`src/hdl/mwsm_pkg.sv`:
```
// shared types, constants and the arctangent table of the wheel speed mixer
package mwsm_pkg;

    localparam int MAX_STAGES = 24;
    localparam int XW = 32;
    localparam int ZW = 28;
    localparam int TW = 27;

    localparam logic signed [XW-1:0] CORDIC_X0 = 32'sd652032874;
    localparam logic signed [13:0] OUT_MAX = 14'sd8191;
    localparam logic signed [13:0] OUT_MIN = {1'b1, 13'b0};

    typedef enum logic [2:0] {
        REG_ROTATION_ENABLE = 3'd0,
        REG_DEADBAND        = 3'd1,
        REG_TURN_GAIN       = 3'd2,
        REG_HALF_LENGTH     = 3'd3,
        REG_SPEED_LIMIT     = 3'd4,
        REG_FALLBACK_SPEED  = 3'd5
    } cfg_index_t;

    typedef enum logic [1:0] {
        QUAD_FRONT = 2'd0,
        QUAD_RIGHT = 2'd1,
        QUAD_BACK  = 2'd2,
        QUAD_LEFT  = 2'd3
    } quad_t;

    typedef struct packed {
        logic        rot;
        logic [10:0] deadband;
        logic [7:0]  gain;
        logic [5:0]  half_len;
        logic [12:0] limit;
        logic [11:0] fallback;
    } cfg_t;

    localparam cfg_t CFG_RESET = '{
        rot:      1'b1,
        deadband: 11'd150,
        gain:     8'd102,
        half_len: 6'd14,
        limit:    13'd3500,
        fallback: 12'd2000
    };

    typedef struct packed {
        logic signed [XW-1:0] x;
        logic signed [XW-1:0] y;
        logic signed [ZW-1:0] z;
    } vec_t;

    typedef struct packed {
        quad_t                quad;
        logic [11:0]          spd;
        logic signed [TW-1:0] tnum;
        logic                 limited;
    } side_t;

    typedef struct packed {
        logic signed [13:0] fl;
        logic signed [13:0] fr;
        logic signed [13:0] bl;
        logic signed [13:0] br;
        logic               limited;
    } result_t;

    // atan(2^-i) in degrees, q.20
    function automatic logic signed [ZW-1:0] atan_q20(input int i);
        logic signed [ZW-1:0] a;
        unique case (i)
            0:  a = 28'sd47185920;
            1:  a = 28'sd27855475;
            2:  a = 28'sd14718068;
            3:  a = 28'sd7471121;
            4:  a = 28'sd3750058;
            5:  a = 28'sd1876857;
            6:  a = 28'sd938658;
            7:  a = 28'sd469357;
            8:  a = 28'sd234682;
            9:  a = 28'sd117342;
            10: a = 28'sd58671;
            11: a = 28'sd29335;
            12: a = 28'sd14668;
            13: a = 28'sd7334;
            14: a = 28'sd3667;
            15: a = 28'sd1833;
            16: a = 28'sd917;
            17: a = 28'sd458;
            18: a = 28'sd229;
            19: a = 28'sd115;
            20: a = 28'sd57;
            21: a = 28'sd29;
            22: a = 28'sd14;
            23: a = 28'sd7;
            default: a = '0;
        endcase
        return a;
    endfunction

endpackage

```
`src/hdl/mwsm_cordic_cell.sv`:
```
// one cordic rotation step with its own pipeline register
module mwsm_cordic_cell
    import mwsm_pkg::*;
#(
    parameter int STAGE = 0
)
(
    input  logic  clk,
    input  logic  rst_n,
    input  logic  up_valid,
    output logic  up_ready,
    input  vec_t  up_vec,
    input  side_t up_side,
    output logic  dn_valid,
    input  logic  dn_ready,
    output vec_t  dn_vec,
    output side_t dn_side
);

    logic                 valid_reg;
    vec_t                 vec_reg, vec_next;
    side_t                side_reg;
    logic signed [XW-1:0] x_in, y_in, dx, dy;
    logic signed [ZW-1:0] z_in, da;

    assign up_ready = !valid_reg || dn_ready;
    assign dn_valid = valid_reg;
    assign dn_vec   = vec_reg;
    assign dn_side  = side_reg;

    assign x_in = up_vec.x;
    assign y_in = up_vec.y;
    assign z_in = up_vec.z;
    assign dx   = y_in >>> STAGE;
    assign dy   = x_in >>> STAGE;
    assign da   = atan_q20(STAGE);

    always_comb
    begin
        if (!z_in[ZW-1])
        begin
            vec_next.x = x_in - dx;
            vec_next.y = y_in + dy;
            vec_next.z = z_in - da;
        end
        else
        begin
            vec_next.x = x_in + dx;
            vec_next.y = y_in - dy;
            vec_next.z = z_in + da;
        end
    end

    always_ff @(posedge clk or negedge rst_n)
    begin
        if (!rst_n)
            valid_reg <= 1'b0;
        else if (up_ready)
            valid_reg <= up_valid;
    end

    always_ff @(posedge clk)
    begin
        if (up_ready && up_valid)
        begin
            vec_reg  <= vec_next;
            side_reg <= up_side;
        end
    end

endmodule

```
`config.mk`:
```
export PLATFORM = sky130hd
export DESIGN_NAME = mwsm_cordic_cell
export DESIGN_NICKNAME = d
export VERILOG_FILES = /design/src/hdl/mwsm_pkg.sv /design/src/hdl/mwsm_cordic_cell.sv
export SDC_FILE = /design/constraint.sdc
export NUM_CORES = 1
export LEC_CHECK = 0
export BUFFER_PORTS_ARGS = -buffer_cell sky130_fd_sc_hd__buf_2
export CAP_MARGIN = 20
export CORE_MARGIN = 1
export CORE_UTILIZATION = 54
export DETAILED_ROUTE_END_ITERATION = 8
export GPL_TIMING_DRIVEN = 0
export PLACE_DENSITY = 0.82
export REMOVE_ABC_BUFFERS = 1
export SYNTH_ARGS = -nofsm -noshare
export SYNTH_HDL_FRONTEND = slang
export SYNTH_SLANG_ARGS = --single-unit
```
`constraint.sdc`:
```
create_clock -name clk -period 4.5 [get_ports clk]
set_input_delay 0.225 -clock clk [delete_from_list [all_inputs] [get_ports clk]]
set_output_delay 0.225 -clock clk [all_outputs]
set_load 0.01 [all_outputs]
```
# Word level (Yosys, flattened, before mapping)
# Cells that the tools add are included.
# word_totals
input_bits,138
output_inout_bits,136
regBits,135
elab_cells,17
# classes
n_mux,1
reduce_logical,3
add_sub_neg,5
# op_table
operator,count
two-way mux 92 bit,1
subtractor 32 bit,2
adder 32 bit,1
adder 28 x 27 -> 28 bit (second input constant),1
subtractor 28 x 27 -> 28 bit (second input constant),1
logical AND 1 bit,1
zero test 1 bit,1
logical OR 1 bit,1

# Logic depth before layout (Yosys ltp)
# logic_depth
ltp_word,3
depth_mapped,12

# Worst setup path after synthesis
# Ideal clock, no wire load.
# synth_timing
path_type,reg2reg
from,reg valid_reg (netlist: dn_valid)
to,"reg side_reg (netlist bit dn_side[0]), enable pin"
period_less_slack_ns,4.168
stages_incl_launch_ff,3
setup_slack_ns,0.332
setup_time_ns,0.508
arrival_time_ns,3.660
cell_sequence,dfrtp_1 > nand2b_1 > and2_1
# synth_between
elab_chain_len,3
# synth_lines
element,line_no,rtl
start: declaration,mwsm_cordic_cell.sv:20,logic valid_reg;
start signal: assignment,mwsm_cordic_cell.sv:59,valid_reg <= up_valid;
zero test 1 bit,mwsm_cordic_cell.sv:26,assign up_ready = !valid_reg || dn_ready;
logical OR 1 bit,mwsm_cordic_cell.sv:26,
via up_ready,mwsm_cordic_cell.sv:11,"output logic up_ready,"
logical AND 1 bit,mwsm_cordic_cell.sv:64,if (up_ready && up_valid)
end signal: assignment,mwsm_cordic_cell.sv:67,side_reg <= up_side;
end: declaration,mwsm_cordic_cell.sv:22,side_t side_reg;
# The timed path passes the listed nets, and every way through them passes these cells.
# A chain may end at the register's enable or synchronous reset.

==> run metrics <==
Synth Flop Type=edfxtp_1; Avg Synthesized Cell Area=9.84 sq um; clk root buf=clkbuf_16; Cell variety after synth=73; clock-pin slew on the worst setup and hold paths=about 0.060 ns; CTS sink cnt=134; post-synth top area share=0.413; most common cell after layout, fill and taps aside=buf_2; first-pass GRT wire length=46500 um; setup bufs post-CTS=0; Achievable Freq=304 MHz; Reg area=4020 sq um; CTS Buf Count=17; Avg Vias per Cell=approximately 6; fraction of layout cells with a size suffix above 1=0.250; Fillers=1263; Initial Util=0.556; Detail Placement HPWL=about 22000 um; Non-Filler Instances=1540; Max IR drop VDD=approximately 0.00030 V; RSZ-0062 raised after global routing=false; Fin. Hold Viols=0; Setup-failing EPs final=0; Residual DRC=0; DRT Pass-1 Iters=6; MaxCap Viol Count=0; Tot Pwr=4.23 mW; PD cells=341 nW/um^2; final core occ=0.713; Setup Skew=0.00760 ns; #FFs+latches synth=134; die area=18500 sq um; Seq/Total Area, Yosys=0.415; status=finished clean; largest net degree at the start of global routing=89; I/O Buffers=around 270; GP Congestion=0.949; Placed Instances=about 1400; total core area=roughly 17000 sq um; YS warnings=0; fin crit period=roughly 3.3 ns; Worst Path Arrival=3.44 ns; Area Growth Syn to Fin=28.3%; gr ovfl total=0; initial drt markers=804; EDFF count, synth=between 100 and 150; Worst setup SP type=input pin; Wirelength per Cell=20.4 um; initial antenna violation count=7; Finished Cell Area=roughly 12000 sq um; Cells after Synth=983; HP Class=in -> reg; DRT antenna net count=0; Post-DP Area=approximately 11000 sq um; part of the cycle the worst path needs=0.730; CP max FO=4; H-Tree Depth=4; Worst-Margin Slew=0.964 ns; row count=48; Chip Height=around 140 um; Post-Synthesis Cell Area=9680 sq um; vias in the first global route=8700; Worst EP required=4.66 ns; Multi-input gate area=5100 sq um; Total Routed Length=31500 um; Final nets=about 1500; CP endpoint kind=register; # resized after CTS=0; Die W=136 um; Clock Path Buffers=2; GR Util All Layers=0.334; Final Max Tran Viols=0; Crit Path Category=in -> reg; via count=9187; I/O Pins=274; most frequent cells in the layout=272 x buf_2, 133 x edfxtp_1, 100 x ha_1; clock latency on the worst-skew pair=0.43 ns; TritonCTS clock tree=done; relative slew slack=0.357; area leader, netlist=edfxtp_1; largest cells by area after synthesis=edfxtp_1 41%, ha_1 13%, xnor2_1 5.3%; Async SR Flop Fraction=0.00746; Pleak=5.52 nW
-- cells by family (layout without fill, tap and decap cells) --
family | count (synthesis) | count (layout) | share of synthesized area
XOR/XNOR | 67 | 67 | 0.0606
multiplexers | 15 | 15 | 0.0155
AND/OR/NAND/NOR | 230 | 230 | 0.113
adder cells (fa/ha/maj) | 104 | 104 | 0.138
buffers and inverters | 138 | 462 | 0.0579
flip-flops | 134 | 134 | 0.415
other | 0 | 8 | 0
AO/OA/AOI/OAI | 295 | 295 | 0.200
-- layer usage --
layer,routed length (um),GRT usage,up-vias
met4,1730,0.198,0
met1,11900,0.387,4277
met5,0,0,-
met3,2610,0.0626,138
met2,15200,0.574,588
li1,-,-,4184
-- per-stage QoR --
stage / hold WS, ns / worst slack (ns) / TNS (ns)
2_1_floorplan: -0.0706 / 0.332 / 0
3_3_place_gp: -0.000994 / -0.659 / -85.48
3_5_place_dp: 0.00341 / 0.967 / 0
4_1_cts: 0.00704 / 1.37 / 0
5_1_grt: 0.0148 / 1.01 / 0
6_report: 0.0146 / 1.21 / 0
-- synth_stat cells, drive strengths merged, types with 5 or more instances --
library cell,n
a2111oi,5
a211oi,10
a21o,15
a21oi,96
a31oi,10
and2,5
and3,6
buf,21
clkbuf,24
edfxtp,133
ha,100
inv,93
mux2i,15
nand2,58
nand2b,6
nand3,9
nand4,8
nor2,85
nor2b,15
nor3,18
o211ai,10
o21a,11
o21ai,63
o21bai,14
o31a,5
o31ai,12
or3,7
xnor2,58
xor2,9
-- path summary, 6_finish.rpt --
| path | slack [ns] | start | endpoint | cells past startpoint |
|---|---|---|---|---|
| setup / recovery | 1.21 | up_vec[60] | dn_vec[88]$_DFFE_PP_ | 13 |
| max in group asynchronous | 4.32 | rst_n | dn_valid$_DFFE_PN0N_ | 2 |
| setup reg to reg | 2.50 | dn_valid$_DFFE_PN0N_ | dn_vec[85]$_DFFE_PP_ | 4 |
| min in group asynchronous | 0.10 | rst_n | dn_valid$_DFFE_PN0N_ | 2 |
| hold reg to reg | 0.58 | dn_valid$_DFFE_PN0N_ | dn_valid$_DFFE_PN0N_ | 2 |
| hold / removal | 0.01 | up_valid | dn_valid$_DFFE_PN0N_ | 2 |
-- critical path, cell delays in order --
cell,delay (ns)
buf_2,0.10
inv_1,0.05
ha_1,0.22
fa_1,0.43
nor2b_1,0.26
o31ai_1,0.16
a31o_2,0.28
o21a_1,0.28
o21ba_2,0.29
o311ai_0,0.57
a32oi_1,0.16
and3_1,0.28
xnor2_1,0.13
-- report_power, final --
group / switching (mW) / total, mW / internal [mW]
combinational: 0.718 / 1.19 / 0.468
clock: 0.609 / 1.48 / 0.874
sequential: 0.0319 / 1.56 / 1.53
-- what timing repair did --
| item | CTS | global route |
|---|---|---|
| endpoints found under the hold margin | 62 | 1 |
| hold buffers | 62 | 1 |
| endpoints found under the setup margin | 0 | 0 |
-- area by class of cell --
type                            count  area share
Antenna cell                        8     0.00161
Clock buffer                       17      0.0343
Clock inverter                     14      0.0141
Inverter                           93      0.0281
Multi-Input combinational cell    711       0.411
Sequential cell                   134       0.324
Tap cell                          225      0.0227
Timing Repair Buffer              338       0.165
-- state kept, by name, summed over array words and instances, names as in the netlist --
register,count
dn_vec,91
dn_side,42
dn_valid,1
Power figures use the tool's default switching activity.
