--- src/hdl/mwsm_pkg.sv ---
// shared types, constants and the arctangent table of the wheel speed mixer
package mwsm_pkg;

    localparam int MAX_STAGES = 24;
    localparam int XW = 32;
    localparam int ZW = 28;
    localparam int TW = 27;

    localparam logic signed [XW-1:0] CORDIC_X0 = 32'sd652032874;
    localparam logic signed [13:0] OUT_MAX = 14'sd8191;
    localparam logic signed [13:0] OUT_MIN = {1'b1, 13'b0};

    typedef enum logic [2:0] {
        REG_ROTATION_ENABLE = 3'd0,
        REG_DEADBAND        = 3'd1,
        REG_TURN_GAIN       = 3'd2,
        REG_HALF_LENGTH     = 3'd3,
        REG_SPEED_LIMIT     = 3'd4,
        REG_FALLBACK_SPEED  = 3'd5
    } cfg_index_t;

    typedef enum logic [1:0] {
        QUAD_FRONT = 2'd0,
        QUAD_RIGHT = 2'd1,
        QUAD_BACK  = 2'd2,
        QUAD_LEFT  = 2'd3
    } quad_t;

    typedef struct packed {
        logic        rot;
        logic [10:0] deadband;
        logic [7:0]  gain;
        logic [5:0]  half_len;
        logic [12:0] limit;
        logic [11:0] fallback;
    } cfg_t;

    localparam cfg_t CFG_RESET = '{
        rot:      1'b1,
        deadband: 11'd150,
        gain:     8'd102,
        half_len: 6'd14,
        limit:    13'd3500,
        fallback: 12'd2000
    };

    typedef struct packed {
        logic signed [XW-1:0] x;
        logic signed [XW-1:0] y;
        logic signed [ZW-1:0] z;
    } vec_t;

    typedef struct packed {
        quad_t                quad;
        logic [11:0]          spd;
        logic signed [TW-1:0] tnum;
        logic                 limited;
    } side_t;

    typedef struct packed {
        logic signed [13:0] fl;
        logic signed [13:0] fr;
        logic signed [13:0] bl;
        logic signed [13:0] br;
        logic               limited;
    } result_t;

    // atan(2^-i) in degrees, q.20
    function automatic logic signed [ZW-1:0] atan_q20(input int i);
        logic signed [ZW-1:0] a;
        unique case (i)
            0:  a = 28'sd47185920;
            1:  a = 28'sd27855475;
            2:  a = 28'sd14718068;
            3:  a = 28'sd7471121;
            4:  a = 28'sd3750058;
            5:  a = 28'sd1876857;
            6:  a = 28'sd938658;
            7:  a = 28'sd469357;
            8:  a = 28'sd234682;
            9:  a = 28'sd117342;
            10: a = 28'sd58671;
            11: a = 28'sd29335;
            12: a = 28'sd14668;
            13: a = 28'sd7334;
            14: a = 28'sd3667;
            15: a = 28'sd1833;
            16: a = 28'sd917;
            17: a = 28'sd458;
            18: a = 28'sd229;
            19: a = 28'sd115;
            20: a = 28'sd57;
            21: a = 28'sd29;
            22: a = 28'sd14;
            23: a = 28'sd7;
            default: a = '0;
        endcase
        return a;
    endfunction

endpackage

--- src/hdl/mwsm_front.sv ---
// front pipeline: heading fold, cordic angle, turn term and speed limit check
module mwsm_front
    import mwsm_pkg::*;
(
    input  logic                 clk,
    input  logic                 rst_n,
    input  cfg_t                 cfg,
    input  logic                 up_valid,
    output logic                 up_ready,
    input  logic [11:0]          up_heading,
    input  logic [11:0]          up_speed,
    output logic                 dn_valid,
    input  logic                 dn_ready,
    output logic signed [ZW-1:0] dn_z,
    output side_t                dn_side
);

    logic v1_reg, v2_reg, v3_reg, v4_reg;
    logic rdy1, rdy2, rdy3, rdy4;

    // stage 1 registers
    quad_t              s1_quad_reg, s1_quad_next;
    logic               s1_rneg_reg, s1_rneg_next;
    logic [8:0]         s1_mag_reg, s1_mag_next;
    logic signed [11:0] s1_wt_reg, s1_wt_next;
    logic [11:0]        s1_spd_reg;

    // stage 2 registers
    quad_t              s2_quad_reg;
    logic               s2_rneg_reg;
    logic [25:0]        s2_zmag_reg, s2_zmag_next;
    logic signed [20:0] s2_gw_reg, s2_gw_next;
    logic [11:0]        s2_spd_reg;

    // stage 3 registers
    quad_t                s3_quad_reg;
    logic signed [ZW-1:0] s3_z_reg, s3_z_next;
    logic signed [TW-1:0] s3_tnum_reg, s3_tnum_next;
    logic [11:0]          s3_spd_reg;

    // stage 4 registers
    logic signed [ZW-1:0] s4_z_reg;
    side_t                s4_side_reg, s4_side_next;

    logic [11:0]        hc;
    logic [11:0]        base;
    logic signed [12:0] r;
    logic signed [12:0] w;
    logic [10:0]        aw;
    logic [11:0]        f2_t;
    logic [24:0]        f2_p;
    logic [25:0]        f2_a;
    logic signed [33:0] f4_t, f4_s, f4_lhs, f4_rhs;
    logic               trip;

    assign rdy4     = !v4_reg || dn_ready;
    assign rdy3     = !v3_reg || rdy4;
    assign rdy2     = !v2_reg || rdy3;
    assign rdy1     = !v1_reg || rdy2;
    assign up_ready = rdy1;
    assign dn_valid = v4_reg;
    assign dn_z     = s4_z_reg;
    assign dn_side  = s4_side_reg;

    // fold to nearest quarter turn and to a signed turn angle
    always_comb
    begin
        hc = (up_heading > 12'd3600) ? 12'd3600 : up_heading;
        priority if (hc < 12'd450)
        begin
            s1_quad_next = QUAD_FRONT;
            base         = 12'd0;
        end
        else if (hc < 12'd1350)
        begin
            s1_quad_next = QUAD_RIGHT;
            base         = 12'd900;
        end
        else if (hc < 12'd2250)
        begin
            s1_quad_next = QUAD_BACK;
            base         = 12'd1800;
        end
        else if (hc < 12'd3150)
        begin
            s1_quad_next = QUAD_LEFT;
            base         = 12'd2700;
        end
        else
        begin
            s1_quad_next = QUAD_FRONT;
            base         = 12'd3600;
        end
        r            = $signed({1'b0, hc}) - $signed({1'b0, base});
        s1_rneg_next = r[12];
        s1_mag_next  = r[12] ? 9'(-r) : 9'(r);
        w            = (hc <= 12'd1800) ? $signed({1'b0, hc})
                                        : $signed({1'b0, hc}) - 13'sd3600;
        aw           = w[12] ? 11'(-w) : 11'(w);
        s1_wt_next   = (cfg.rot && aw >= cfg.deadband) ? 12'(w) : '0;
    end

    // angle * 2^20 / 10 rounded, split as mag*104857 + (6*mag + 5) / 10
    always_comb
    begin
        f2_t         = 12'(s1_mag_reg) * 12'd6 + 12'd5;
        f2_p         = 25'(f2_t) * 25'd6554;
        f2_a         = 26'(s1_mag_reg) * 26'd104857;
        s2_zmag_next = f2_a + 26'(f2_p[24:16]);
        s2_gw_next   = 21'($signed({1'b0, cfg.gain})) * 21'(s1_wt_reg);
    end

    always_comb
    begin
        s3_z_next    = s2_rneg_reg ? -$signed({2'b0, s2_zmag_reg})
                                   : $signed({2'b0, s2_zmag_reg});
        s3_tnum_next = TW'(s2_gw_reg) * TW'($signed({1'b0, cfg.half_len}));
    end

    // exact limit check: 25*t + 90496*s > 64000*limit
    always_comb
    begin
        f4_t   = 34'(s3_tnum_reg) * 34'sd25;
        f4_s   = $signed(34'(s3_spd_reg)) * 34'sd90496;
        f4_rhs = $signed(34'(cfg.limit)) * 34'sd64000;
        f4_lhs = f4_t + f4_s;
        trip   = cfg.rot && (f4_lhs > f4_rhs);
        s4_side_next.quad    = s3_quad_reg;
        s4_side_next.spd     = trip ? cfg.fallback : s3_spd_reg;
        s4_side_next.tnum    = s3_tnum_reg;
        s4_side_next.limited = trip;
    end

    always_ff @(posedge clk or negedge rst_n)
    begin
        if (!rst_n)
        begin
            v1_reg <= 1'b0;
            v2_reg <= 1'b0;
            v3_reg <= 1'b0;
            v4_reg <= 1'b0;
        end
        else
        begin
            if (rdy1)
                v1_reg <= up_valid;
            if (rdy2)
                v2_reg <= v1_reg;
            if (rdy3)
                v3_reg <= v2_reg;
            if (rdy4)
                v4_reg <= v3_reg;
        end
    end

    always_ff @(posedge clk)
    begin
        if (rdy1 && up_valid)
        begin
            s1_quad_reg <= s1_quad_next;
            s1_rneg_reg <= s1_rneg_next;
            s1_mag_reg  <= s1_mag_next;
            s1_wt_reg   <= s1_wt_next;
            s1_spd_reg  <= up_speed;
        end
        if (rdy2 && v1_reg)
        begin
            s2_quad_reg <= s1_quad_reg;
            s2_rneg_reg <= s1_rneg_reg;
            s2_zmag_reg <= s2_zmag_next;
            s2_gw_reg   <= s2_gw_next;
            s2_spd_reg  <= s1_spd_reg;
        end
        if (rdy3 && v2_reg)
        begin
            s3_quad_reg <= s2_quad_reg;
            s3_z_reg    <= s3_z_next;
            s3_tnum_reg <= s3_tnum_next;
            s3_spd_reg  <= s2_spd_reg;
        end
        if (rdy4 && v3_reg)
        begin
            s4_z_reg    <= s3_z_reg;
            s4_side_reg <= s4_side_next;
        end
    end

endmodule

--- config.mk ---
export PLATFORM = sky130hd
export DESIGN_NAME = mwsm_front
export DESIGN_NICKNAME = d
export VERILOG_FILES = /design/src/hdl/mwsm_pkg.sv /design/src/hdl/mwsm_front.sv
export SDC_FILE = /design/constraint.sdc
export NUM_CORES = 1
export LEC_CHECK = 0
export BUFFER_PORTS_ARGS = -buffer_cell sky130_fd_sc_hd__buf_2
export CORE_UTILIZATION = 70
export CTS_BUF_LIST = sky130_fd_sc_hd__clkbuf_4 sky130_fd_sc_hd__clkbuf_8
export CTS_CLUSTER_SIZE = 40
export DETAILED_ROUTE_END_ITERATION = 10
export HOLD_SLACK_MARGIN = 0.05
export PLACE_DENSITY = 0.9
export SLEW_MARGIN = 20
export SYNTH_ARGS = -nofsm -noshare
export SYNTH_HDL_FRONTEND = slang
export SYNTH_SLANG_ARGS = --single-unit
--- constraint.sdc ---
create_clock -name clk -period 28.7 [get_ports clk]
set_input_delay 2.87 -clock clk [delete_from_list [all_inputs] [get_ports clk]]
set_output_delay 2.87 -clock clk [all_outputs]
set_load 0.01 [all_outputs]
# ---- Yosys cells after proc, flatten, opt, wreduce, memory -nomap -nowiden
# Cells that the tools add are included.
# W data, S select, Z words.
dict set report word_totals {
  register_bits 241
  inputBits 79
  out_inout_bits 72
  word_cells 77
}
dict set report classes {
  n_addsub 8
  n_mul 8
  magnitude_cmp 8
  muxes 13
  reduce_logical 15
}
# cell count
set op_table {}
lappend op_table {{$mux W12} 5}
lappend op_table {{$add A33 B30 Y34} 1}
lappend op_table {{$gt A34 B30 Y1} 1}
lappend op_table {{$mul A27 B6 Y33 const B} 1}
lappend op_table {{$neg A26 Y28} 1}
lappend op_table {{$mul A21 B7 Y27} 1}
lappend op_table {{$add A26 B9 Y26} 1}
lappend op_table {{$mul A9 B17 Y26 const B} 1}
lappend op_table {{$mux W26} 1}
lappend op_table {{$lt A12 B12 Y1 const B} 2}
lappend op_table {{$mul A12 B12 Y24 const B} 1}
lappend op_table {{$mul A12 B10 Y22 const B} 1}
lappend op_table {{$mux W11} 2}
lappend op_table {{$mul A9 B12 Y21} 1}
lappend op_table {{$mul A13 B7 Y20 const B} 1}
lappend op_table {{$mux W13} 1}
lappend op_table {{$sub A12 B12 Y13} 1}
lappend op_table {{$sub A12 B12 Y13 const B} 1}
lappend op_table {{$add A12 B3 Y12 const B} 1}
lappend op_table {{$gt A12 B12 Y1 const B} 1}
lappend op_table {{$le A12 B11 Y1 const B} 1}
lappend op_table {{$lt A12 B11 Y1 const B} 1}
lappend op_table {{$lt A12 B9 Y1 const B} 1}
lappend op_table {{$ge A11 B11 Y1} 1}
lappend op_table {{other kinds (10)} 22}

# ---- Longest topological paths before layout
dict set report depth {
  word_depth 10
  ltp_mapped 40
  depth_no_buf 40
}

# ---- Least setup slack after synthesis
# OpenSTA, ideal clock, no wires.
dict set report synth_path {
  path_kind {reg-to-reg}
  startpoint {reg s1_mag_reg[0]}
  endpoint {reg s2_zmag_reg[24], data pin}
  setup_time_ps 258
  arrival_ps 9082
  required_time_ps 28442
  setup_slack_ps 19360
  stages_incl_launch_ff 41
  path_buffers 0
  synth_period_minus_slack_ps 9340
  cell_sequence {edfxtp_1 ha_1 fa_1 a21o_1 a21oi_1 o21ai_0 a21oi_1 nor2_1 nor4b_4 nand2_1 nor2_1 xor2_1 ha_1 inv_1 fa_1 inv_1 fa_1 inv_1 (+5 left out) nor3b_1 a211oi_1 o31ai_1 nand2b_1 a21oi_1 o21ai_0 xnor2_1 fa_1 ha_1 a21o_1 a21oi_1 o31ai_1 o31a_1 a21o_1 o311ai_0 o21ai_0 a21oi_1 xnor2_1}
}
dict set report synth_via {
  elab_chain_len 4
  elab_cells_between_ends 5
  cone_classes {add/sub: 2; mul: 3}
}
# element line
set synth_rtl {}
lappend synth_rtl {{start: declaration} mwsm_front.sv:24} ;# logic [8:0] s1_mag_reg, s1_mag_next;
lappend synth_rtl {{start signal: assignment} mwsm_front.sv:162} ;# s1_mag_reg <= s1_mag_next;
lappend synth_rtl {{$mul A9 B2 Y11} mwsm_front.sv:106} ;# f2_t = 12'(s1_mag_reg) * 12'd6 + 12'd5;
lappend synth_rtl {{$add A12 B3 Y12} mwsm_front.sv:106}
lappend synth_rtl {{$mul A12 B12 Y24} mwsm_front.sv:107} ;# f2_p = 25'(f2_t) * 25'd6554;
lappend synth_rtl {{$add A26 B9 Y26 (*)} mwsm_front.sv:109} ;# s2_zmag_next = f2_a + 26'(f2_p[24:16]);
lappend synth_rtl {{via s2_zmag_next[24]} mwsm_front.sv:31} ;# logic [25:0] s2_zmag_reg, s2_zmag_next;
lappend synth_rtl {{end signal: assignment} mwsm_front.sv:170} ;# s2_zmag_reg <= s2_zmag_next;
lappend synth_rtl {{end: declaration} mwsm_front.sv:31}
# The timed path passes the listed nets; every way through them passes the cells marked *.
# A chain may end at the register's enable or synchronous reset.

# ---- Final worst setup path
# Ends and elaborated chain as after synthesis.

==> impl_metrics.toml <==
[yosys]
synth_compound_gate_area_share = 0.08499
synth_xor_area_frac = 0.05932
synthArstFlopShare = 0.01660
yosys.area_share.simple = 0.1079
synth_edf_count = 237
synth_flop_cell = "edfxtp_1"
syn_avg_cell_area_um2 = 10.23
ys_ff_latch = 241
synth_top_family_by_area = "adder cells"
yosysTopAreaCell = "edfxtp_1"
ys_top_cells_by_area = "edfxtp_1 (23%), fa_1 (22%), ha_1 (21%)"
yosysTopAreaCellShare = 0.2340
synth_cell_types = 78
synthAdderAreaFrac = 0.4234
syn_nets = 3885
synth.area.mux_share = 0.007199
synth.cell_area_mm2 = 0.03042
yosys_warnings = 0
syn_inst = 2974
seq_area_frac_synth = 0.2373

[critical_path]
path_max_fanout = 11
worst_path_most_repeated_cell = "a21oi_1"
crit_required_ns = 29.05
slowest_stage = "edfxtp_1"
cpPeakStageDelay_ns = 0.60
worstPathArrival_ns = 11.17
crit_path_end_kind = "register"
start_kind = "register"
path_class = "register to register"

[die]
dieArea_mm2 = 0.04429
die_w_um = 210.5
coreArea_mm2 = 0.04298
initial_core_util = 0.7077
pin_count = 151
rows = 76
die_h_um = 210.5

[routing]
detail_route.first_pass.iterations = 6
ant_nets = 0
wl_per_cell_um = 17.61
drcViolationCount = 0
vias_per_cell = 5.778
vias = 21640
wl_um = 65930
drt_iter0_markers = 1199

[final_layout]
mostFrequentLayoutCells = "inv_1 (599), ha_1 (503), fa_1 (329)"
regArea_mm2 = 0.007217
syn_to_final_growth_pct = 7.359
nets = 4037
postLayoutCoreUtil = 0.7598
drive_above_1_share = 0.08357
fill_cells = 2801
multi_input_area_mm2 = 0.02078
largest_reg_flops = 42
final_common_cell = "inv_1"

[timing]
fmax_mhz = 92.40
min_period_over_period = 0.3771
tightest_slew_ns = 1.054
finClkSkew_ns = 0.05096
grt_setup_unrepaired = "no"
finalCriticalPeriod_ns = 10.82
relSlewSlack = 0.2971
drv_slew = 0
final_hold_viol_count = 0
tns_ns = 0
setup_viol = 0

[run_status]
outcome = "finished, final reports clean"

[clock_tree]
clk_latency_ns = 0.62
post_cts_buffers = 0
clock_path_buffers = 3
numCtsBuffers = 42
cts_max_level = 2
clk_pin_slew_ns = 0.07
cts.sink_count = 241
cts.root.buffer_cell = "clkbuf_8"
cts_tree = "built"
hold_buffers = 0
cts_resized = 0

[global_route]
grt_max_degree = 71
grt_pass1_wl_um = 110200
grt_pass1_vias = 23370
grtUsageTotal = 0.3094
antenna_found_initial = 3
gr-total-overflow = 0

[placement]
finalWeightedCongestion = 0.9377
io_buffers = 150
hpwl_um = 53980

[hold_path]
hold_path.class = "register to register"

[job]
drv_cap = 0
==> cell type report <==
type,count,share of cell area
flip-flops and latches,241,0.2210
inverters,599,0.06885
clock inverters,25,0.007510
clock buffers,52,0.02000
multi-input cells,2089,0.6365
well taps,585,0.02241
diodes,1,0.00007663
repair buffers,153,0.02368
==> synthesized netlist by cell type, types with 9 or more instances <==
library cell  instances
a21o_1               41
o211ai_1              9
o21bai_1             16
o31ai_1              16
xor2_1               50
nor3_1               38
nand2b_1             28
nor2_1              107
and2_1              151
o21ai_0              72
nand4_1              16
mux2_4                9
inv_1               599
or3_1                11
nand2_1             182
xnor2_1             156
a31oi_1              12
fa_1                329
nor2b_1              20
a211oi_1             14
edfxtp_1            237
ha_1                503
clkbuf_1             41
a21oi_1             117
o21a_1               22
nand3_1              38
==> per-stage QoR <==
stage / area (µm²) / instances / hold slack (ns) / worst slack (ns)
finish: 32660 / 3745 / 0.3694 / 17.88
global route: 32650 / 3744 / 0.3880 / 16.98
CTS: 32650 / 3744 / 0.3814 / 18.00
detailed placement: 31750 / 3667 / 0.4045 / 18.10
global placement: 31750 / 3667 / 0.4001 / 18.63
floorplan: 30420 / 2974 / 0.4003 / 19.36
==> worst max-delay path, delay by kind of cell, from the launching register on <==
kind / cells / cell delay (ns)
XOR/XNOR: 3 / 0.88
flip-flops: 1 / 0.60
buffers and inverters: 4 / 0.21
adder cells (fa/ha/maj): 9 / 3.64
AO/OA/AOI/OAI: 18 / 3.92
AND/OR/NAND/NOR: 6 / 1.27
==> cells by family after synthesis <==
kind of cell,count (synthesis)
fa+ha+maj,832
simple gates,640
xor+xnor,206
compound gates,394
mux,17
flops,241
buf+inv,644
==> worst paths after layout <==
check	start	endpoint	slack [ns]	cells after the start
worst max-delay path	s1_mag_reg[0]	s2_zmag_reg[24]	17.88	40
worst min-delay path	s3_quad_reg[0]	dn_side[40]	0.37	0
worst max register to register	s1_mag_reg[0]	s2_zmag_reg[24]	17.88	40
worst min register to register	s3_quad_reg[0]	dn_side[40]	0.37	0
max in group asynchronous	rst_n	v3_reg	26.53	1
min in group asynchronous	rst_n	v1_reg	2.06	1
==> routing by layer <==
layer | GRT usage | routed length [µm]
met1 | 0.3622 | 25970
met2 | 0.5633 | 33990
met3 | 0.04350 | 3322
met4 | 0.1379 | 2624
met5 | 0 | 26
Power is left out: the tool's default activity adds up to more than one toggle a clock period on the data nets, which glitch-free logic cannot reach.
