===== src/hdl/mwsm_pkg.sv =====
// shared types, constants and the arctangent table of the wheel speed mixer
package mwsm_pkg;

    localparam int MAX_STAGES = 24;
    localparam int XW = 32;
    localparam int ZW = 28;
    localparam int TW = 27;

    localparam logic signed [XW-1:0] CORDIC_X0 = 32'sd652032874;
    localparam logic signed [13:0] OUT_MAX = 14'sd8191;
    localparam logic signed [13:0] OUT_MIN = {1'b1, 13'b0};

    typedef enum logic [2:0] {
        REG_ROTATION_ENABLE = 3'd0,
        REG_DEADBAND        = 3'd1,
        REG_TURN_GAIN       = 3'd2,
        REG_HALF_LENGTH     = 3'd3,
        REG_SPEED_LIMIT     = 3'd4,
        REG_FALLBACK_SPEED  = 3'd5
    } cfg_index_t;

    typedef enum logic [1:0] {
        QUAD_FRONT = 2'd0,
        QUAD_RIGHT = 2'd1,
        QUAD_BACK  = 2'd2,
        QUAD_LEFT  = 2'd3
    } quad_t;

    typedef struct packed {
        logic        rot;
        logic [10:0] deadband;
        logic [7:0]  gain;
        logic [5:0]  half_len;
        logic [12:0] limit;
        logic [11:0] fallback;
    } cfg_t;

    localparam cfg_t CFG_RESET = '{
        rot:      1'b1,
        deadband: 11'd150,
        gain:     8'd102,
        half_len: 6'd14,
        limit:    13'd3500,
        fallback: 12'd2000
    };

    typedef struct packed {
        logic signed [XW-1:0] x;
        logic signed [XW-1:0] y;
        logic signed [ZW-1:0] z;
    } vec_t;

    typedef struct packed {
        quad_t                quad;
        logic [11:0]          spd;
        logic signed [TW-1:0] tnum;
        logic                 limited;
    } side_t;

    typedef struct packed {
        logic signed [13:0] fl;
        logic signed [13:0] fr;
        logic signed [13:0] bl;
        logic signed [13:0] br;
        logic               limited;
    } result_t;

    // atan(2^-i) in degrees, q.20
    function automatic logic signed [ZW-1:0] atan_q20(input int i);
        logic signed [ZW-1:0] a;
        unique case (i)
            0:  a = 28'sd47185920;
            1:  a = 28'sd27855475;
            2:  a = 28'sd14718068;
            3:  a = 28'sd7471121;
            4:  a = 28'sd3750058;
            5:  a = 28'sd1876857;
            6:  a = 28'sd938658;
            7:  a = 28'sd469357;
            8:  a = 28'sd234682;
            9:  a = 28'sd117342;
            10: a = 28'sd58671;
            11: a = 28'sd29335;
            12: a = 28'sd14668;
            13: a = 28'sd7334;
            14: a = 28'sd3667;
            15: a = 28'sd1833;
            16: a = 28'sd917;
            17: a = 28'sd458;
            18: a = 28'sd229;
            19: a = 28'sd115;
            20: a = 28'sd57;
            21: a = 28'sd29;
            22: a = 28'sd14;
            23: a = 28'sd7;
            default: a = '0;
        endcase
        return a;
    endfunction

endpackage


===== src/hdl/mwsm_back.sv =====
// back pipeline: q1.15 rounding, quadrant rotation, wheel products and output register
module mwsm_back
    import mwsm_pkg::*;
(
    input  logic    clk,
    input  logic    rst_n,
    input  logic    up_valid,
    output logic    up_ready,
    input  vec_t    up_vec,
    input  side_t   up_side,
    output logic    dn_valid,
    input  logic    dn_ready,
    output result_t dn_result
);

    typedef struct packed {
        logic        neg;
        logic [17:0] q0;
    } wdiv_t;

    logic v1_reg, v2_reg, v3_reg, v4_reg;
    logic rdy1, rdy2, rdy3, rdy4;

    logic signed [15:0]    c1_reg, c1_next, s1_reg, s1_next;
    side_t                 side1_reg;
    logic signed [29:0]    psum2_reg, psum2_next, pdiff2_reg, pdiff2_next;
    logic signed [TW-1:0]  tnum2_reg;
    logic                  lim2_reg;
    wdiv_t                 fl3_reg, fl3_next, fr3_reg, fr3_next;
    wdiv_t                 bl3_reg, bl3_next, br3_reg, br3_next;
    logic                  lim3_reg;
    result_t               res4_reg, res4_next;

    logic signed [15:0] c0, s0;
    logic signed [16:0] sum, diff;
    logic signed [33:0] psum5, pdiff5, t64;

    // round to q1.15 half away from zero, saturate to +-32767
    function automatic logic signed [15:0] round_q15(input logic signed [XW-1:0] v);
        logic [XW-1:0]   mag;
        logic [XW:0]     acc;
        logic [XW-15:0]  q;
        logic [14:0]     lim;
        mag = v[XW-1] ? XW'(-v) : XW'(v);
        acc = (XW+1)'(mag) + (XW+1)'(16384);
        q   = acc[XW:15];
        lim = (q > (XW-14)'(32767)) ? 15'd32767 : q[14:0];
        return v[XW-1] ? -$signed({1'b0, lim}) : $signed({1'b0, lim});
    endfunction

    // magnitude + half divisor, already divided by 2^15
    function automatic wdiv_t wheel_div(input logic signed [33:0] num);
        logic [33:0] mag;
        logic [33:0] acc;
        wdiv_t       d;
        mag   = num[33] ? 34'(-num) : 34'(num);
        acc   = mag + 34'd81920;
        d.neg = num[33];
        d.q0  = acc[32:15];
        return d;
    endfunction

    // remaining divide by 5 via reciprocal, then saturate
    function automatic logic signed [13:0] wheel_sat(input wdiv_t d);
        logic [33:0]        prod;
        logic [15:0]        rr;
        logic signed [13:0] o;
        prod = 34'(d.q0) * 34'd52429;
        rr   = prod[33:18];
        if (d.neg)
            o = (rr > 16'd8192) ? OUT_MIN : 14'(-$signed({1'b0, rr}));
        else
            o = (rr > 16'd8191) ? OUT_MAX : $signed(14'(rr));
        return o;
    endfunction

    assign rdy4      = !v4_reg || dn_ready;
    assign rdy3      = !v3_reg || rdy4;
    assign rdy2      = !v2_reg || rdy3;
    assign rdy1      = !v1_reg || rdy2;
    assign up_ready  = rdy1;
    assign dn_valid  = v4_reg;
    assign dn_result = res4_reg;

    always_comb
    begin
        c0 = round_q15(up_vec.x);
        s0 = round_q15(up_vec.y);
        unique case (up_side.quad)
            QUAD_FRONT:
            begin
                c1_next = c0;
                s1_next = s0;
            end
            QUAD_RIGHT:
            begin
                c1_next = -s0;
                s1_next = c0;
            end
            QUAD_BACK:
            begin
                c1_next = -c0;
                s1_next = -s0;
            end
            QUAD_LEFT:
            begin
                c1_next = s0;
                s1_next = -c0;
            end
            default:
            begin
                c1_next = c0;
                s1_next = s0;
            end
        endcase
    end

    always_comb
    begin
        sum         = 17'(c1_reg) + 17'(s1_reg);
        diff        = 17'(c1_reg) - 17'(s1_reg);
        psum2_next  = 30'($signed({1'b0, side1_reg.spd})) * 30'(sum);
        pdiff2_next = 30'($signed({1'b0, side1_reg.spd})) * 30'(diff);
    end

    always_comb
    begin
        psum5    = 34'(psum2_reg) * 34'sd5;
        pdiff5   = 34'(pdiff2_reg) * 34'sd5;
        t64      = 34'(tnum2_reg) <<< 6;
        fl3_next = wheel_div(psum5 - t64);
        fr3_next = wheel_div(pdiff5 + t64);
        bl3_next = wheel_div(pdiff5 - t64);
        br3_next = wheel_div(psum5 + t64);
    end

    always_comb
    begin
        res4_next.fl      = wheel_sat(fl3_reg);
        res4_next.fr      = wheel_sat(fr3_reg);
        res4_next.bl      = wheel_sat(bl3_reg);
        res4_next.br      = wheel_sat(br3_reg);
        res4_next.limited = lim3_reg;
    end

    always_ff @(posedge clk or negedge rst_n)
    begin
        if (!rst_n)
        begin
            v1_reg <= 1'b0;
            v2_reg <= 1'b0;
            v3_reg <= 1'b0;
            v4_reg <= 1'b0;
        end
        else
        begin
            if (rdy1)
                v1_reg <= up_valid;
            if (rdy2)
                v2_reg <= v1_reg;
            if (rdy3)
                v3_reg <= v2_reg;
            if (rdy4)
                v4_reg <= v3_reg;
        end
    end

    always_ff @(posedge clk)
    begin
        if (rdy1 && up_valid)
        begin
            c1_reg    <= c1_next;
            s1_reg    <= s1_next;
            side1_reg <= up_side;
        end
        if (rdy2 && v1_reg)
        begin
            psum2_reg  <= psum2_next;
            pdiff2_reg <= pdiff2_next;
            tnum2_reg  <= side1_reg.tnum;
            lim2_reg   <= side1_reg.limited;
        end
        if (rdy3 && v2_reg)
        begin
            fl3_reg  <= fl3_next;
            fr3_reg  <= fr3_next;
            bl3_reg  <= bl3_next;
            br3_reg  <= br3_next;
            lim3_reg <= lim2_reg;
        end
        if (rdy4 && v3_reg)
            res4_reg <= res4_next;
    end

endmodule


===== config.mk =====
export PLATFORM = sky130hd
export DESIGN_NAME = mwsm_back
export DESIGN_NICKNAME = d
export VERILOG_FILES = /design/src/hdl/mwsm_pkg.sv /design/src/hdl/mwsm_back.sv
export SDC_FILE = /design/constraint.sdc
export NUM_CORES = 2
export LEC_CHECK = 0
export BUFFER_PORTS_ARGS = -buffer_cell sky130_fd_sc_hd__buf_2
export CORE_MARGIN = 2
export CORE_UTILIZATION = 50
export CTS_BUF_LIST = sky130_fd_sc_hd__clkbuf_16
export CTS_CLUSTER_DIAMETER = 30
export CTS_CLUSTER_SIZE = 40
export DETAILED_ROUTE_END_ITERATION = 12
export GPL_TIMING_DRIVEN = 0
export MAX_ROUTING_LAYER = met4
export PLACE_DENSITY = 0.66
export SLEW_MARGIN = 5
export SYNTH_ARGS = -nofsm -noshare
export SYNTH_HDL_FRONTEND = slang
export SYNTH_SLANG_ARGS = --single-unit

===== constraint.sdc =====
create_clock -name clk -period 23 [get_ports clk]
set_input_delay 2.3 -clock clk [delete_from_list [all_inputs] [get_ports clk]]
set_output_delay 2.3 -clock clk [all_outputs]
set_load 0.01 [all_outputs]

### Yosys cells after proc, flatten, opt, wreduce, memory -nomap -nowiden

Cells that the tools add are included.

* add/sub/neg operators: 26
* multipliers: 8
* $lt $le $gt $ge: 10
* equal/unequal tests: 3
* muxes and demuxes: 24
* reduce and logical (&&, ||, !) cells: 13

Operators with widths (number)
* 14-bit two-way mux: 12
* 18-bit by 16-bit multiplier with 34-bit output, second input constant: 4
* 33-bit by 17-bit adder with 33-bit output, second input constant: 4
* 33-bit two-way mux: 4
* 33-bit negation: 4
* 16-bit one-hot mux with 4 select lines: 2
* 34-bit by 33-bit adder with 34-bit output: 2
* 30-bit by 4-bit multiplier with 34-bit output, second input constant: 2
* 34-bit by 33-bit subtractor with 34-bit output: 2
* 32-bit by 15-bit adder with 33-bit output, second input constant: 2
* 16-bit by 13-bit greater-than comparator with 1-bit output, second input constant: 4
* 16-bit by 14-bit greater-than comparator with 1-bit output, second input constant: 4
* 32-bit two-way mux: 2
* 32-bit negation: 2
* 13-bit by 17-bit multiplier with 30-bit output: 2
* 14-bit negation: 4
* 18-bit by 15-bit greater-than comparator with 1-bit output, second input constant: 2
* 16-bit two-way mux: 2
* 15-bit negation with 16-bit output: 2
* 16-bit negation: 2
* 15-bit two-way mux: 2
* 16-bit by 16-bit adder with 17-bit output: 1
* 16-bit by 16-bit subtractor with 17-bit output: 1
* 2-bit equality test, second input constant: 2
* 5 further kinds: 14

* flip-flop bits (word level): 298
* input port bits: 138
* output and inout port bits: 59
* word-level logic and storage cells: 111

### Depth between registers and ports, before layout

* word-level depth: 9
* depth in mapped cells: 39
* depth with buffers taken out: 37

### Worst setup path before layout

Ideal clock, no wire load.

* kind: input -> register
* from: in up_vec[59] (netlist name)
* to: reg s1_reg[13] (data pin)
* library setup time: 270 ps
* data arrival time: 9018 ps
* slack: 13712 ps
* cell stages on the path: 30
* path buffers: 8
* cell sequence: clkbuf_1 -> clkbuf_1 -> buf_1 -> clkbuf_1 -> buf_1 -> clkbuf_1 -> o21ai_0 -> xnor2_1 -> ha_1 -> clkbuf_1 -> nand2_1 -> or4_1 -> and3_1 -> nor3_1 -> buf_2 -> nand4_1 -> nand2b_1 -> nor2_1 -> nor2_1 -> ha_1 -> nand2_1 -> nor3_1 -> nand3_1 -> or4_1 -> o2111a_1 -> or2_2 -> or4_1 -> a211oi_1 -> a21o_1 -> a21oi_1

* longest elaborated chain between the ends: 9

Ends and longest elaborated chain
* from (decl): RTL line mwsm_back.sv:9 `input vec_t up_vec,`
* 32-bit negation: RTL line mwsm_back.sv:44 `mag = v[XW-1] ? XW'(-v) : XW'(v);`
* 32-bit two-way mux: RTL line mwsm_back.sv:44
* 32-bit by 15-bit adder with 33-bit output: RTL line mwsm_back.sv:45 `acc = (XW+1)'(mag) + (XW+1)'(16384);`
* 18-bit by 15-bit greater-than comparator with 1-bit output: RTL line mwsm_back.sv:47 `lim = (q > (XW-14)'(32767)) ? 15'd32767 : q[14:0];`
* 15-bit two-way mux: RTL line mwsm_back.sv:47
* 15-bit negation with 16-bit output: RTL line mwsm_back.sv:48 `return v[XW-1] ? -$signed({1'b0, lim}) : $signed({1'b0, lim});`
* 16-bit two-way mux (*): RTL line mwsm_back.sv:48
* 16-bit negation: RTL line mwsm_back.sv:103 `s1_next = -s0;`
* 16-bit one-hot mux with 4 select lines (*): RTL line mwsm_back.sv:89 `unique case (up_side.quad)`
* net s1_next[13]: RTL line mwsm_back.sv:24 `logic signed [15:0] c1_reg, c1_next, s1_reg, s1_next;`
* to (signal assigned): RTL line mwsm_back.sv:173 `s1_reg <= s1_next;`
* to (decl): RTL line mwsm_back.sv:24

The timed path passes the listed nets; every way through them passes the cells marked *.
A chain may end at the register's enable or synchronous reset.

### Final worst setup path

* from: in up_vec[59] (netlist name)
* to: reg c1_reg[12] (data pin)

* longest elaborated chain between the ends: 9

Ends and longest elaborated chain
* 32-bit negation: RTL line mwsm_back.sv:44
* 32-bit two-way mux: RTL line mwsm_back.sv:44
* 32-bit by 15-bit adder with 33-bit output: RTL line mwsm_back.sv:45
* 18-bit by 15-bit greater-than comparator with 1-bit output: RTL line mwsm_back.sv:47
* 15-bit two-way mux: RTL line mwsm_back.sv:47
* 15-bit negation with 16-bit output: RTL line mwsm_back.sv:48
* 16-bit two-way mux (*): RTL line mwsm_back.sv:48
* 16-bit negation: RTL line mwsm_back.sv:97 `c1_next = -s0;`
* 16-bit one-hot mux with 4 select lines (*): RTL line mwsm_back.sv:89
* net c1_next[12]: RTL line mwsm_back.sv:24
* to (signal assigned): RTL line mwsm_back.sv:172 `c1_reg <= c1_next;`
* to (decl): RTL line mwsm_back.sv:24

Marked as above.

==> flow_summary.json <==
{
  "cts_htree_levels": 3,
  "clock_path_buffers": 3,
  "crit_fanout": 10,
  "clk_latency_ns": 0.67,
  "wl_per_cell_um": 19.3,
  "ys_seq_area_share_pct": 13.4,
  "cp.required_ns": 23.42,
  "rsz0062_at_grt": "false",
  "setup_viol": 0,
  "fp.dieW_um": 368,
  "skew_ns": 0.0496,
  "hold_depth": 0,
  "multiInputGateArea_um2": 51500,
  "ys_types": 107,
  "fin_crit_ns": 10.96,
  "grt_max_degree": 66,
  "setup_tns_ns": 0,
  "synthCells": 7428,
  "fin_nets": 9533,
  "worst-setup-path-type": "primary input to register",
  "antenna_left": 0,
  "seq_area_um2": 8900,
  "mostFrequentLayoutCells": "1271 x inv_1, 964 x ha_1, 764 x fa_1, 511 x nand2_1, 363 x nor2_1",
  "grt_usage_pct": 28.1,
  "drt_first_pass_iters": 5,
  "reg2reg_depth": 35,
  "hold_path.class": "register to register",
  "cp.arrival_ns": 11.37,
  "vias": 54261,
  "status": "complete, no violations",
  "post-cts-setup-buffers": 0,
  "cts_resized": 0,
  "mappedNetlistArea_um2": 66200,
  "clk_pin_slew_ns": 0.05,
  "drt_iter0_markers": 3601,
  "clock-sinks": 297,
  "largest_reg_flops": 57,
  "io_pins": 197,
  "worst_pin_slew_ns": 1.27,
  "syn_area_per_cell_um2": 8.91,
  "grt_pass1_vias": 55419,
  "synth-seq-cells": 297,
  "cts_tree": "built",
  "synth.top_cell.area_share_pct": 23.1,
  "routed_via_density": 5.72,
  "synthFlopType": "edfxtp_1",
  "fin_ws_ns": 12.04,
  "final_core_util_pct": 54.8,
  "nFillCells": 12137,
  "die_height_um": 368,
  "slowest_delay_ns": 0.66,
  "crit_top_cell": "clkbuf_1",
  "layout-drive-gt1-share_pct": 5.68,
  "fp-row-count": 133,
  "die_area_um2": 135000,
  "max-cap-violations": 0,
  "synth_edf_count": 293,
  "drc_errors": 0,
  "cts_buffers": 75,
  "grt-ovfl-total": 0,
  "synth_top_area_cell": "fa_1",
  "initial_core_util_pct": 50.4,
  "synthArstFlopShare_pct": 1.35,
  "port_buffers": 155,
  "syn2layout_area_growth_pct": 8.79,
  "routed_wl_mm": 184,
  "worst_setup_path_end_kind": "register",
  "final_common_cell": "inv_1",
  "maxSlewHeadroom_pct": 14.7,
  "cp_slowest_cell": "or4_1",
  "synth_warnings": 0,
  "max_freq_mhz": 91.3,
  "synth_nets": 9294,
  "cp-start-kind": "primary input",
  "core-area_um2": 131000,
  "ctsHoldBuffers": 0,
  "pre_cts_ws_ns": 11.64,
  "drv_slew": 0,
  "min_period_over_period_pct": 47.6,
  "netlist_top_cells_area": "fa_1 23%, ha_1 18%, edfxtp_1 13%",
  "grt_pass1_wl_mm": 296,
  "holdWs_ns": 0.413,
  "antenna_found_initial": 8,
  "place_congestion": 0.975,
  "root_buffer": "clkbuf_16",
  "final-hold-violation-count": 0,
  "place_hpwl_mm": 155
}
-- final cells by class --
class | instances | area share (%)
timing repair buffer | 162 | 1.26
clock buffer | 76 | 2.64
antenna | 9 | 0.0313
inverter | 1274 | 6.64
clock inverter | 63 | 1.07
tap | 1755 | 3.05
multi-input combinational | 5611 | 71.6
sequential | 297 | 12.4
buffer | 246 | 1.40
-- cell usage after synthesis (all sizes together) (52+ instances only) --
cell type,instances
fa,764
nor2,363
xnor2,320
o21ai,269
nor4,61
ha,964
nand2,511
nand2b,71
inv,1267
or3,64
o21a,52
a21oi,357
edfxtp,293
and3,62
nand3,148
o211ai,54
a211oi,67
o21bai,55
xor2,131
a21o,87
clkbuf,213
and2,218
a31oi,61
nor2b,69
nor3,144
-- through the flow --
step                      instances  instance area, µm²
after floorplan                7428               66200
after global placement         9338               69200
after detailed placement       9344               69300
after CTS                      9483               72000
after global routing           9491               72000
final                          9493               72000
-- final timing paths --
| check | slack, ns | end | from |
|---|---|---|---|
| setup / recovery | 12.04 | c1_reg[12] | up_vec[59] |
| hold / removal | 0.41 | tnum2_reg[4] | side1_reg[5] |
| setup reg to reg | 12.78 | pdiff2_reg[29] | c1_reg[1] |
| hold reg to reg | 0.41 | tnum2_reg[4] | side1_reg[5] |
| max in group asynchronous | 21.45 | v1_reg | rst_n |
| min in group asynchronous | 1.43 | dn_valid | rst_n |
-- cells by family (layout without fill, tap and decap cells) --
logic type / Yosys count / after routing / share of synthesized area, %
buffers and inverters: 1520 / 1821 / 8.75
AO/OA/AOI/OAI: 1440 / 1440 / 14.8
AND/OR/NAND/NOR: 1942 / 1942 / 15.0
other: 0 / 9 / 0
multiplexers: 50 / 50 / 0.777
flip-flops: 297 / 297 / 13.4
adder cells (fa/ha/maj): 1728 / 1728 / 41.3
XOR/XNOR: 451 / 451 / 5.98
-- per-layer routing --
| metal | vias to the layer above | GRT usage, % | part of all wire (%) |
|---|---|---|---|
| met5 | - | - | 0 |
| met4 | 0 | 8.81 | 3.1 |
| met3 | 324 | 2.98 | 4.5 |
| met2 | 1346 | 48.1 | 49 |
| met1 | 26706 | 34.8 | 43 |
| li1 | 25885 | - | - |
-- critical path: cells and delay by family --
kind,cells,cell delay (ns)
AO/OA/AOI/OAI,5,1.42
XOR/XNOR,1,0.19
adder cells (fa/ha/maj),3,0.87
buffers and inverters,8,3.08
multiplexers,1,0.17
AND/OR/NAND/NOR,11,3.34
Power is not shown: default switching activity piles up to over one toggle a cycle in this logic, so the estimate is an artifact.
